--- config.mk ---
export PLATFORM = sky130hd
export DESIGN_NAME = fsc_ram
export DESIGN_NICKNAME = d
export VERILOG_FILES = /design/src/rtl/core/fsc_ram.sv
export SDC_FILE = /design/constraint.sdc
export NUM_CORES = 1
export LEC_CHECK = 0
export BUFFER_PORTS_ARGS = -buffer_cell sky130_fd_sc_hd__buf_2
export CORE_ASPECT_RATIO = 0.75
export CORE_MARGIN = 1
export CORE_UTILIZATION = 45
export DETAILED_ROUTE_END_ITERATION = 16
export PLACE_DENSITY = 0.73
export SYNTH_ARGS = -nofsm -noshare
export SYNTH_HDL_FRONTEND = slang
export SYNTH_SLANG_ARGS = --single-unit
--- constraint.sdc ---
create_clock -name clk -period 7 [get_ports clk]
set_input_delay 1.05 -clock clk [delete_from_list [all_inputs] [get_ports clk]]
set_output_delay 1.05 -clock clk [all_outputs]
set_load 0.1 [all_outputs]
--- src/rtl/core/fsc_ram.sv ---
// Synchronous RAM with one write port and one registered read port.
`default_nettype none
module fsc_ram #(
  parameter int Depth = 16,
  parameter int Width = 32
) (
  input  wire logic                     clk,
  input  wire logic                     we,
  input  wire logic [$clog2(Depth)-1:0] waddr,
  input  wire logic [Width-1:0]         wdata,
  input  wire logic [$clog2(Depth)-1:0] raddr,
  output      logic [Width-1:0]         rdata
);
  logic [Width-1:0] mem [Depth];

  // Write and read the array.
  always_ff @(posedge clk) begin
    if (we) begin
      mem[waddr] <= wdata;
    end
    rdata <= mem[raddr];
  end
endmodule
`default_nettype wire

==> parameters.txt <==
Parameter                              Value

Routing
  Drt first pass iters ... 5
  Wire length after detailed routing ... 41.2 mm
  Number of DRC markers after the initial detailed-route iteration ... 986
  Residual DRC ... 0
  Total via count after detailed routing ... 9,010
  Vias per std cell ... 5.80
  Average wire per standard cell ... 26.5 um
  Antenna violation net count after detailed routing ... 0

Power and ir drop
  Sequential cell fraction of total power ... 0.558
  Lkg Pwr ... 7.15 nW
  Max VDD drop ... 0.000200 V
  Internal power component ... 0.00512 W
  Combinational power share ... 0.071
  Part of the power in the clock network ... 0.372
  Switching power ... 0.00145 W
  Pwr dens ... 292 nW/um2
  Net Sw Frac ... 0.220

Synthesis
  Synthesized-area fraction occupied by ao, oa, aoi and oai cells ... 0.0242
  Number of flops mapped to enable cells by yosys ... 512
  Post-synthesis sequential area ratio ... 0.807
  Synthesized-area fraction occupied by and/or/nand/nor cells ... 0.0127
  Largest family of logic cells by synthesized area ... multiplexers
  Mapped Nets ... 880
  Instance count of the mapped netlist ... 838
  Flip-flop and latch count after synthesis ... 544
  Synthesized-area fraction occupied by adder cells ... 0
  Library cell with the largest summed area after synthesis ... edfxtp_1
  Top-area cell type share of the netlist area ... 0.774
  Multiplexer share of the synthesized area ... 0.145
  Dominant register cell in the synthesized netlist ... edfxtp_1
  Synth Warn # ... 0
  Most common cell in the synthesized netlist ... edfxtp_1
  Distinct cells, synth ... 18
  Leading post-synthesis cells by cell area ... edfxtp_1, mux4_2, dfxtp_1
  Post-synthesis share of cell area spent on xor and xnor gates ... 0
  Share of async-settable or async-resettable flops after synthesis ... 0
  Synthesized area per cell ... 23.7 um2
  Top post-synthesis cells by count ... edfxtp_1, mux4_2, a22oi_1
  Synthesized cell area ... 19,900 um2

STA
  Final setup viols ... 0
  Share of the cycle needed by the critical path after routing ... 0.397
  Final count of pins violating max slew ... 0
  Worst clock skew ... 0.00898 ns
  Headroom to the max-slew limit ... 0.249
  RSZ-0062 raised after global routing ... no
  Worst Tran Pin Value ... 1.13 ns
  Final Hold Viols ... 0
  Peak Freq ... 0.360 GHz
  Final Critical Period ... 2.78 ns
  Fin Setup TNS ... 0 ns

Run
  Max-cap viol count ... 0

Floorplan
  Top-level I/O count ... 74
  Core area ... 43,400 um2
  Initial Util ... 0.457
  Die Footprint ... 45,000 um2
  Width of the die ... 245 um
  Vertical die dimension ... 184 um
  # rows ... 66

GRT
  GR Overflow Total ... 0
  Met1 Resource Use GR ... 0.274
  Met3 global-route usage ... 0.0334
  Maximum number of pins on one net before global-route repair ... 70
  Vias in the first global route ... 9,301
  Number of antenna violations at the first check in global routing ... 1
  Top Usage Layer GRT ... met2
  Global Route met2 Usage ... 0.303
  First-pass GRT wire length ... 61.0 mm
  Overall Global Routing Usage ... 0.188

Critical path
  Worst setup path category ... primary input to flip-flop
  Kind of launch point of the worst setup path ... primary input
  Number of buffers and inverters on the critical path ... 2
  Worst Setup End Kind ... flip-flop
  Slowest cell on crit path ... mux4_2
  Crit-path max FO ... 69
  Critical path arrival ... 3.20 ns
  Critical path's top delay family ... buffers and inverters
  Worst path required time ... 7.43 ns
  Largest stage delay on the critical path ... 0.61 ns
  Cell breakdown of the critical path ... clkbuf_8, buf_12, mux4_2, a22oi_1, nand2_1
  Worst-case reg-to-reg path depth ... 3
  Logic depth of the worst setup path including buffers ... 5

Final layout
  Post-layout instance area ... 22,500 um2
  Synthesis-to-layout area growth ... 13.2%
  Reg area ... 16,000 um2
  Number of antenna diodes ... 0
  Fill cell total of the finished layout ... 3,344
  Net count of the finished layout ... 981
  Layout cell share with drive strength beyond 1 ... 0.314
  Area used by multi-input combinational logic ... 3750 um2

Clock network
  Level count of the clock H-tree ... 2
  Post-cts resize count ... 0
  Total clock sinks ... 544
  TritonCTS clock tree ... built
  Post-CTS clock slew at the launch and capture registers of the worst setup and hold paths ... 0.06 ns
  Buffer type at the clock tree root ... clkbuf_16
  Setup repair bufs after CTS ... 0
  Number of clock buffers inserted by TritonCTS ... 47
  Max Buffers Root-to-Sink ... 3
  Number of buffers added to fix hold violations after cts ... 0
  Clock latency on the worst-skew pair ... 0.55 ns

Place
  Cell area after placement ... 21,000 um2
  Gpl congestion ... 0.697
  Placed wire-length estimate after detailed placement ... 19.2 mm
  Count of port buffers added during placement ... 73

Worst hold path
  Path type of the worst min-delay path ... flip-flop to flip-flop
  Cell count of the worst hold path ... 3

Outcome
  Outcome ... finished clean
==> flip-flops by register name, summed over array words and instances (netlist names) <==
name   count
mem      512
rdata     32
==> power groups by stage <==
stage | Combinational [W] | Sequential (W) | Clock, W
6_report | 0.000464 | 0.00366 | 0.00244
5_1_grt | 0.000491 | 0.00367 | 0.00261
4_1_cts | 0.000470 | 0.00366 | 0.00247
3_5_place_dp | 0.000468 | 0.00373 | 0
3_3_place_gp | 0.000460 | 0.00373 | 0
2_1_floorplan | 0.000175 | 0.00389 | 0
==> through the flow <==
stage	std cells	setup slack (ns)	power [W]	util	hold WS (ns)
finish	1554	4.22	0.00657	0.517	0.671
global route	1554	4.05	0.00677	0.517	0.705
CTS	1554	4.20	0.00661	0.517	0.673
detailed placement	1468	3.62	0.00420	0.484	0.656
global placement	1468	3.65	0.00419	0.484	0.649
floorplan	838	2.77	0.00406	-	0.635
==> final timing paths <==
path / from / to / slack, ns
worst max-delay path: raddr[0] / rdata[28] / 4.22
worst min-delay path: mem[12][0] / rdata[0] / 0.67
worst max register to register: mem[9][16] / rdata[16] / 5.62
worst min register to register: mem[12][0] / rdata[0] / 0.67
==> cells by family after synthesis <==
| group | after synthesis |
|---|---|
| multiplexers | 128 |
| flip-flops | 544 |
| buffers and inverters | 43 |
| AND/OR/NAND/NOR | 59 |
| AO/OA/AOI/OAI | 64 |
==> worst min-delay path, cell delays in order, from the launching register on <==
cell	delay [ns]
edfxtp_1	0.31
mux4_2	0.22
a22oi_1	0.06
nand2_1	0.06
==> layout make-up <==
cell class	instances	area share
clock buffer	68	0.0591
clock inverter	18	0.00479
multi-input combinational	251	0.167
sequential	544	0.712
tap	578	0.0322
timing repair buffer	95	0.0247
==> per-layer routing <==
layer | part of all wire | vias up
met4 | 0.0089 | 2
met5 | 0.00027 | -
met3 | 0.068 | 38
met2 | 0.50 | 322
met1 | 0.43 | 4880
li1 | - | 3768
==> cell usage in the layout (no fill, tap or decap), types with 2 or more instances in the layout <==
cell type | netlist | final
nand3b_1 | 2 | 2
mux4_2 | 128 | 128
dfxtp_1 | 32 | 32
buf_4 | 11 | 22
clkinv_1 | 0 | 8
clkbuf_16 | 0 | 49
nor3_2 | 0 | 4
nand2_1 | 33 | 33
clkbuf_1 | 17 | 16
clkinv_2 | 0 | 8
nor2_4 | 0 | 13
nand2b_1 | 2 | 2
a22oi_1 | 64 | 64
clkbuf_8 | 0 | 4
buf_2 | 4 | 71
nor2b_4 | 0 | 2
edfxtp_1 | 512 | 512
Power figures use the tool's default switching activity.
